===== src/hw/rtl/tcfp_pkg.sv =====
package tcfp_pkg;

  localparam int unsigned CharWidth  = 8;
  localparam int unsigned IdentWidth = 32;
  localparam int unsigned LenWidth   = 4;
  localparam int unsigned DataWidth  = 64;
  localparam int unsigned PosWidth   = 6;

  localparam logic [CharWidth-1:0] KindExtData   = 8'h58;  // 'X'
  localparam logic [CharWidth-1:0] KindExtRemote = 8'h52;  // 'R'
  localparam logic [CharWidth-1:0] KindStdData   = 8'h53;  // 'S'
  localparam logic [CharWidth-1:0] KindStdRemote = 8'h72;  // 'r'

  localparam logic [PosWidth-1:0] ExtLenPos  = 6'd15;
  localparam logic [PosWidth-1:0] StdLenPos  = 6'd8;
  localparam logic [PosWidth-1:0] ExtDataPos = 6'd19;
  localparam logic [PosWidth-1:0] StdDataPos = 6'd12;

  typedef struct packed {
    logic                 line_start;
    logic [CharWidth-1:0] text_char;
  } tcfp_item_t;

  typedef struct packed {
    logic [DataWidth-1:0]  frame_data;
    logic [LenWidth-1:0]   frame_length;
    logic [IdentWidth-1:0] frame_ident;
    logic                  is_remote;
    logic                  is_extended;
    logic                  parse_error;
  } tcfp_result_t;

  typedef struct packed {
    logic       hit;
    logic [2:0] nibble;
  } tcfp_ident_slot_t;

  function automatic logic [3:0] hex_value(input logic [CharWidth-1:0] c);
    logic [3:0] v;
    v = 4'd0;
    if (c >= 8'h30 && c <= 8'h39) begin
      v = 4'(c - 8'h30);
    end else if (c >= 8'h41 && c <= 8'h46) begin
      v = 4'(c - 8'h37);
    end else if (c >= 8'h61 && c <= 8'h66) begin
      v = 4'(c - 8'h57);
    end
    return v;
  endfunction

  function automatic tcfp_ident_slot_t ident_slot(input logic ext, input logic [PosWidth-1:0] p);
    tcfp_ident_slot_t s;
    s = '{hit: 1'b0, nibble: 3'd0};
    if (ext) begin
      unique case (p)
        6'd2:    s = '{hit: 1'b1, nibble: 3'd7};
        6'd3:    s = '{hit: 1'b1, nibble: 3'd6};
        6'd5:    s = '{hit: 1'b1, nibble: 3'd5};
        6'd6:    s = '{hit: 1'b1, nibble: 3'd4};
        6'd7:    s = '{hit: 1'b1, nibble: 3'd3};
        6'd9:    s = '{hit: 1'b1, nibble: 3'd2};
        6'd10:   s = '{hit: 1'b1, nibble: 3'd1};
        6'd11:   s = '{hit: 1'b1, nibble: 3'd0};
        default: s = '{hit: 1'b0, nibble: 3'd0};
      endcase
    end else begin
      unique case (p)
        6'd2:    s = '{hit: 1'b1, nibble: 3'd2};
        6'd3:    s = '{hit: 1'b1, nibble: 3'd1};
        6'd4:    s = '{hit: 1'b1, nibble: 3'd0};
        default: s = '{hit: 1'b0, nibble: 3'd0};
      endcase
    end
    return s;
  endfunction

endpackage


===== src/hw/rtl/tcfp_parse.sv =====
module tcfp_parse #(
  parameter int unsigned MAX_DATA_BYTES = 8
) (
  input  logic                  clk_i,
  input  logic                  rst_ni,
  input  logic                  fire_i,
  input  tcfp_pkg::tcfp_item_t  item_i,
  output logic                  emit_o,
  output tcfp_pkg::tcfp_result_t result_o
);
  import tcfp_pkg::*;

  localparam int unsigned StoreWidth = 8 * MAX_DATA_BYTES;
  localparam logic [LenWidth-1:0] MaxLen = LenWidth'(MAX_DATA_BYTES);

  logic [PosWidth-1:0]   pos_q, pos_d;
  logic                  active_q, active_d;
  logic                  ext_q, ext_d;
  logic                  rem_q, rem_d;
  logic [IdentWidth-1:0] ident_q, ident_d;
  logic [LenWidth-1:0]   len_q, len_d;
  logic [StoreWidth-1:0] data_q, data_d;
  logic [1:0]            phase_q, phase_d;
  logic [3:0]            byte_q, byte_d;

  logic [PosWidth-1:0] pos_n;
  logic [PosWidth-1:0] len_pos;
  logic [PosWidth-1:0] data_pos;
  logic [3:0]          hex;
  logic                emit;
  logic                err;
  tcfp_ident_slot_t    slot;

  always_comb begin
    pos_n    = pos_q + PosWidth'(1);
    len_pos  = ext_q ? ExtLenPos : StdLenPos;
    data_pos = ext_q ? ExtDataPos : StdDataPos;
    hex      = hex_value(item_i.text_char);
    slot     = ident_slot(ext_q, pos_n);

    pos_d    = pos_q;
    active_d = active_q;
    ext_d    = ext_q;
    rem_d    = rem_q;
    ident_d  = ident_q;
    len_d    = len_q;
    data_d   = data_q;
    phase_d  = phase_q;
    byte_d   = byte_q;
    emit     = 1'b0;
    err      = 1'b0;

    if (item_i.line_start) begin
      pos_d    = '0;
      ident_d  = '0;
      len_d    = '0;
      data_d   = '0;
      active_d = 1'b1;
      if (item_i.text_char == KindExtData || item_i.text_char == KindExtRemote) begin
        ext_d = 1'b1;
        rem_d = (item_i.text_char == KindExtRemote);
      end else if (item_i.text_char == KindStdData || item_i.text_char == KindStdRemote) begin
        ext_d = 1'b0;
        rem_d = (item_i.text_char == KindStdRemote);
      end else begin
        ext_d    = 1'b0;
        rem_d    = 1'b0;
        active_d = 1'b0;
        emit     = 1'b1;
        err      = 1'b1;
      end
    end else if (active_q) begin
      pos_d = pos_n;
      if (pos_n < len_pos) begin
        if (slot.hit) begin
          ident_d = ident_q | (IdentWidth'(hex) << {slot.nibble, 2'b00});
        end
      end else if (pos_n == len_pos) begin
        if (hex > MaxLen) begin
          len_d    = '0;
          active_d = 1'b0;
          emit     = 1'b1;
          err      = 1'b1;
        end else begin
          len_d = hex;
          if (hex == 4'd0) begin
            active_d = 1'b0;
            emit     = 1'b1;
          end
        end
      end else if (pos_n >= data_pos) begin
        if (pos_n == data_pos) begin
          phase_d = 2'd0;
          byte_d  = 4'd0;
        end else if (phase_q == 2'd2) begin
          phase_d = 2'd0;
          byte_d  = byte_q + 4'd1;
        end else begin
          phase_d = phase_q + 2'd1;
          byte_d  = byte_q;
        end
        if (byte_d < len_q) begin
          for (int unsigned b = 0; b < MAX_DATA_BYTES; b++) begin
            if (byte_d == 4'(b)) begin
              if (phase_d == 2'd0) begin
                data_d[8*b+4 +: 4] = data_q[8*b+4 +: 4] | hex;
              end else if (phase_d == 2'd1) begin
                data_d[8*b +: 4] = data_q[8*b +: 4] | hex;
              end
            end
          end
          if (phase_d == 2'd1 && (byte_d + 4'd1) == len_q) begin
            active_d = 1'b0;
            emit     = 1'b1;
          end
        end
      end
    end
  end

  always_comb begin
    emit_o                = emit;
    result_o.parse_error  = err;
    result_o.is_extended  = !err && ext_d;
    result_o.is_remote    = !err && rem_d;
    result_o.frame_ident  = err ? '0 : ident_d;
    result_o.frame_length = err ? '0 : len_d;
    result_o.frame_data   = err ? '0 : DataWidth'(data_d);
  end

  always_ff @(posedge clk_i or negedge rst_ni) begin
    if (!rst_ni) begin
      pos_q    <= '0;
      active_q <= 1'b0;
      ext_q    <= 1'b0;
      rem_q    <= 1'b0;
      ident_q  <= '0;
      len_q    <= '0;
      data_q   <= '0;
      phase_q  <= '0;
      byte_q   <= '0;
    end else if (fire_i) begin
      pos_q    <= pos_d;
      active_q <= active_d;
      ext_q    <= ext_d;
      rem_q    <= rem_d;
      ident_q  <= ident_d;
      len_q    <= len_d;
      data_q   <= data_d;
      phase_q  <= phase_d;
      byte_q   <= byte_d;
    end
  end

endmodule


===== src/hw/rtl/tcfp_out_reg.sv =====
module tcfp_out_reg (
  input  logic                   clk_i,
  input  logic                   rst_ni,
  input  logic                   load_i,
  input  tcfp_pkg::tcfp_result_t result_i,
  input  logic                   ready_i,
  output logic                   full_o,
  output tcfp_pkg::tcfp_result_t result_o
);
  import tcfp_pkg::*;

  logic         valid_q, valid_d;
  tcfp_result_t result_q;

  always_comb begin
    valid_d = valid_q;
    if (load_i) begin
      valid_d = 1'b1;
    end else if (ready_i) begin
      valid_d = 1'b0;
    end
  end

  always_ff @(posedge clk_i or negedge rst_ni) begin
    if (!rst_ni) begin
      valid_q <= 1'b0;
    end else begin
      valid_q <= valid_d;
    end
  end

  always_ff @(posedge clk_i) begin
    if (load_i) begin
      result_q <= result_i;
    end
  end

  assign full_o   = valid_q;
  assign result_o = result_q;

endmodule


===== src/hw/rtl/text_to_can_frame_parser_core.sv =====
// Channel   Direction  tdata                                    tuser
// s_axis    in         [7:0] text_char                          [0] line_start
// m_axis    out        [31:0] frame_ident, [35:32] frame_length, [0] parse_error,
//                      [99:36] frame_data, [103:100] zero        [1] is_extended, [2] is_remote
//
// One character is taken per cycle while s_axis_tready is high; each passes an input register
// and the parser logic, and its result is loaded into the output register when the parser
// fires on that character, and leaves from there on m_axis.
// Reset clears the line state and the valid flags of both registers.
// A full output register that is not taken stalls the input register, and s_axis_tready
// drops only when that register is also full.
module text_to_can_frame_parser_core #(
  parameter int unsigned MAX_DATA_BYTES = 8
) (
  input  logic         clk_i,
  input  logic         rst_ni,
  input  logic         s_axis_tvalid,
  output logic         s_axis_tready,
  input  logic [7:0]   s_axis_tdata,   // [7:0] text_char
  input  logic [0:0]   s_axis_tuser,   // [0] line_start
  output logic         m_axis_tvalid,
  input  logic         m_axis_tready,
  output logic [103:0] m_axis_tdata,   // [31:0] frame_ident, [35:32] frame_length,
                                       // [99:36] frame_data, [103:100] zero
  output logic [2:0]   m_axis_tuser    // [0] parse_error, [1] is_extended, [2] is_remote
);
  import tcfp_pkg::*;

  logic         in_valid_q, in_valid_d;
  tcfp_item_t   in_item_q;
  logic         fire;
  logic         emit;
  logic         out_full;
  tcfp_result_t result;
  tcfp_result_t out_result;

  assign fire          = in_valid_q && (!out_full || m_axis_tready);
  assign s_axis_tready = !in_valid_q || fire;

  always_comb begin
    in_valid_d = in_valid_q;
    if (s_axis_tvalid && s_axis_tready) begin
      in_valid_d = 1'b1;
    end else if (fire) begin
      in_valid_d = 1'b0;
    end
  end

  always_ff @(posedge clk_i or negedge rst_ni) begin
    if (!rst_ni) begin
      in_valid_q <= 1'b0;
    end else begin
      in_valid_q <= in_valid_d;
    end
  end

  always_ff @(posedge clk_i) begin
    if (s_axis_tvalid && s_axis_tready) begin
      in_item_q.text_char  <= s_axis_tdata;
      in_item_q.line_start <= s_axis_tuser[0];
    end
  end

  tcfp_parse #(
    .MAX_DATA_BYTES(MAX_DATA_BYTES)
  ) u_parse (
    .clk_i   (clk_i),
    .rst_ni  (rst_ni),
    .fire_i  (fire),
    .item_i  (in_item_q),
    .emit_o  (emit),
    .result_o(result)
  );

  tcfp_out_reg u_out_reg (
    .clk_i   (clk_i),
    .rst_ni  (rst_ni),
    .load_i  (fire && emit),
    .result_i(result),
    .ready_i (m_axis_tready),
    .full_o  (out_full),
    .result_o(out_result)
  );

  assign m_axis_tvalid = out_full;
  assign m_axis_tdata  = {4'd0, out_result.frame_data, out_result.frame_length,
                          out_result.frame_ident};
  assign m_axis_tuser  = {out_result.is_remote, out_result.is_extended,
                          out_result.parse_error};

endmodule


===== config.mk =====
export PLATFORM = sky130hd
export DESIGN_NAME = text_to_can_frame_parser_core
export DESIGN_NICKNAME = d
export VERILOG_FILES = /design/src/hw/rtl/tcfp_pkg.sv /design/src/hw/rtl/tcfp_parse.sv /design/src/hw/rtl/tcfp_out_reg.sv /design/src/hw/rtl/text_to_can_frame_parser_core.sv
export SDC_FILE = /design/constraint.sdc
export NUM_CORES = 1
export LEC_CHECK = 0
export ABC_AREA = 0
export BUFFER_PORTS_ARGS = -buffer_cell sky130_fd_sc_hd__buf_2
export CAP_MARGIN = 20
export CELL_PAD_IN_SITES_DETAIL_PLACEMENT = 1
export CELL_PAD_IN_SITES_GLOBAL_PLACEMENT = 1
export CORE_ASPECT_RATIO = 1.5
export CORE_MARGIN = 1.5
export CORE_UTILIZATION = 46
export CTS_BUF_LIST = sky130_fd_sc_hd__clkbuf_4 sky130_fd_sc_hd__clkbuf_8 sky130_fd_sc_hd__clkbuf_16
export CTS_CLUSTER_DIAMETER = 200
export DETAILED_ROUTE_END_ITERATION = 8
export PLACE_DENSITY = 0.88
export SLEW_MARGIN = 5
export SYNTH_ARGS = -nofsm -noshare
export SYNTH_HDL_FRONTEND = slang
export SYNTH_SLANG_ARGS = --single-unit

===== constraint.sdc =====
create_clock -name clk_i -period 9.4 [get_ports clk_i]
set_clock_uncertainty 0.05 [all_clocks]
set_input_delay 0.47 -clock clk_i [delete_from_list [all_inputs] [get_ports clk_i]]
set_output_delay 0.47 -clock clk_i [all_outputs]
set_load 0.05 [all_outputs]

==> metrics <==
Startpoint Class=flip-flop; Buf/Inv on CP=2; clock transition at the registers of the reported paths=0.07 ns; DR pass1 iterations=9; largest net degree at the start of global routing=77; core area=22300 um^2; share of cells above drive strength 1=18.9%; final setup violation count=0; GRT Resource Usage Total=25.1%; Antenna Nets Post-Route=0; Max-cap violations=0; Num CTS Buffers=23; Worst Setup EP=u_out_reg.result_o[96]; family with the most delay on the worst path=simple AND/OR/NAND/NOR gates; CTS tree=yes; PwrDens=197 nW/um^2; Worst-Margin Slew=1.14 ns; Synth area leader=edfxtp_1; Routed WL=29.6 mm; Buffers on Ports=117; Max VDD drop=134 uV; r2r setup slk=3.20 ns; vias per cell=5.92; DR WL/cell=21.6 um; combinational fraction of design power=14.7%; switching pwr=0.681 mW; R2R Path End=u_out_reg.result_o[96]; Inserted Diodes=0; Root Driver=clkbuf_16; fin nets=1119; I/O pin count=122; DIE AREA=23500 um^2; clock sinks=229; Vias=8133; synthesized area=10400 um^2; setup TNS=0 ns; min cycle time layout=6.20 ns; clock buffer depth=3; worst path cell trace=nand3_1, xor2_1, inv_2, ha_1, and3b_1, and3_1, and3_1, nor2_1, ha_1, nor2b_1, o21a_1, o21a_1, or3_1, nor4_1, a31o_2, o2bb2ai_4, buf_4; Synth cell types=68; vias in the first global route=8637; crit share post-route=66.0%; Top FF cell, synth=dfrtp_1; post-synth top area share=32.4%; Reg power frac=46.8%; antenna violations before repair=0; filler cell count=2442; #FFs+latches synth=229; Iteration-0 DRC Markers=753; Final Power=2.37 mW; H-tree depth=1; Avg Inst Size Synth=10.7 um^2; ys async rst share=51.1%; # resized after CTS=0; crit path DAT=6.32 ns; Rel. slew slack=23.5%; CP Class=flip-flop to flip-flop; max-slew violations=0; Sw Share=28.8%; post-route cell area=12000 um^2; Synth top cells by count=nor2_1 (181), a21oi_1 (145), dfrtp_1 (117); Levels on crit path=17; status=finished with violations; final hold violation count=0; Core Rows=67; Routability Congestion=0.893; Worst Path Required=9.51 ns; Crit Reg-Reg Startpoint=u_parse.pos_q[0]; Worst path slowest cell=buf_4; DP Area=11300 um^2; first-pass GRT wire length=46.8 mm; worst-skew pair later-pin latency=0.53 ns; Pint=1.69 mW; most common cell in the synthesized netlist=nor2_1; Cells after Synth=975; Clock Power Share=38.5%; RSZ-0062 raised after global routing=false; Hold Crit Start=s_axis_tuser; # Post-CTS Setup Buffers=0; Crit. End Element=flip-flop; Fmax=161 MHz; worst setup path start=u_parse.pos_q[0]; max incr delay on CP=0.84 ns; hold crit path type=primary input to flip-flop; Multi-input gate area=3840 um^2; Crit Path Max Fanout=76; Synth Warn #=0; R2R cell count=17; die height=187 um; sequential cell area fraction in the yosys report=60.5%; width of the die=126 um; failing checks=design-rule violations; Leak=5.11 nW; Post-synth EDFFs=112; Initial Util=46.6%; hpwl dp=19.9 mm; Syn-to-layout area delta=15.9%; DRC viols=9; remaining global-route overflow=0; top cells by area, synth=edfxtp_1 (32%), dfrtp_1 (28%), a21oi_1 (7.0%); Reg area=6290 um^2
## metal layers
metal | share of wire [%] | vias to the layer above | wire length (um) | GRT usage (%)
met5 | 0 | - | 0 | 0
met4 | 4.1 | 0 | 1210 | 11.7
met3 | 3.9 | 82 | 1160 | 3.12
met2 | 55 | 241 | 16400 | 47.5
met1 | 37 | 4108 | 10900 | 27.8
li1 | - | 3702 | - | -
## timing repair
action,4_1_cts,5_1_grt
hold endpoints to repair,44,0
setup endpoints to repair,0,0
hold buffers,1,0
## through the flow
| step | setup slack, ns | hold slack (ns) | util, % | instances |
|---|---|---|---|---|
| after floorplan | 2.45 | 0.124 | - | 978 |
| after global placement | 3.51 | 0.403 | 50.6 | 1330 |
| after detailed placement | 3.23 | 0.418 | 50.6 | 1330 |
| after CTS | 3.16 | 0.0673 | 54.0 | 1373 |
| after global routing | 2.80 | 0.0644 | 54.0 | 1374 |
| final | 3.20 | 0.0744 | 54.0 | 1374 |
## layout make-up
type | count | share of cell area, %
Timing Repair Buffer | 139 | 6.25
Clock buffer | 34 | 5.52
Sequential cell | 229 | 52.2
Multi-Input combinational cell | 668 | 31.8
Inverter | 20 | 0.623
Clock inverter | 8 | 0.665
Tap cell | 276 | 2.87
## sequential cells by signal, indices dropped and copies added (netlist names), 2 cells and up
register and cells:
in_item_q 9, u_parse.phase_q 2, u_out_reg.result_o 103, u_parse.byte_q 4, u_parse.ident_q 32, u_parse.pos_q 6
u_parse.data_q 64, u_parse.len_q 4
## worst register-to-register path, delay by kind of cell (launching register included)
family                     cells  cell delay, ns
buffers and inverters          2            1.07
DFF                            1            0.55
AOI/OAI and AO/OA              4            1.04
xor gates and xnor gates       1            0.55
and+or+nand+nor                8            1.79
adders and majority gates      2            0.65
## power by group through the flow
stage | combinational (mW) | clock, mW | sequential [mW]
floorplan | 0.185 | 0 | 1.18
global placement | 0.330 | 0 | 1.12
detailed placement | 0.339 | 0 | 1.13
CTS | 0.344 | 0.921 | 1.11
global route | 0.371 | 0.956 | 1.11
finish | 0.347 | 0.913 | 1.11
## worst min-delay path by stage
stage	cells past startpoint	end	slack, ns
6_report	1	in_item_q[8]	0.07
4_1_cts	1	in_item_q[8]	0.07
5_1_grt	1	in_item_q[8]	0.06
3_5_place_dp	2	u_parse.rem_q	0.42
3_3_place_gp	2	u_parse.rem_q	0.40
2_1_floorplan	0	in_valid_q	0.12
## placed cells by master, fill, tap and decap left out, types with 5 or more instances in the layout
cell type and instances:
buf_2 116, xnor2_1 6, nor2b_1 7, edfxtp_1 112, buf_4 21, a21oi_1 145
o21ai_0 30, clkbuf_4 10, inv_1 17, nor3_1 13, dfrtp_1 117, a22o_1 9
mux2i_1 5, nand3_1 7, a31oi_1 38, or3_1 7, and2_1 8, nand2_1 65
o21ai_1 13, xor2_1 5, mux2_2 5, ha_1 25, nor2_1 181, clkbuf_16 23
nand2b_1 10
## kinds of logic after synthesis
logic type | after synthesis | synth area share [%]
compound gates | 279 | 16.1
flops | 229 | 60.5
other cells | 1 | 0.0361
simple gates | 339 | 15.0
xor+xnor | 11 | 0.927
fa+ha+maj | 25 | 3.01
buf+inv | 81 | 3.41
mux | 10 | 1.02
Power figures use the tool's default switching activity.
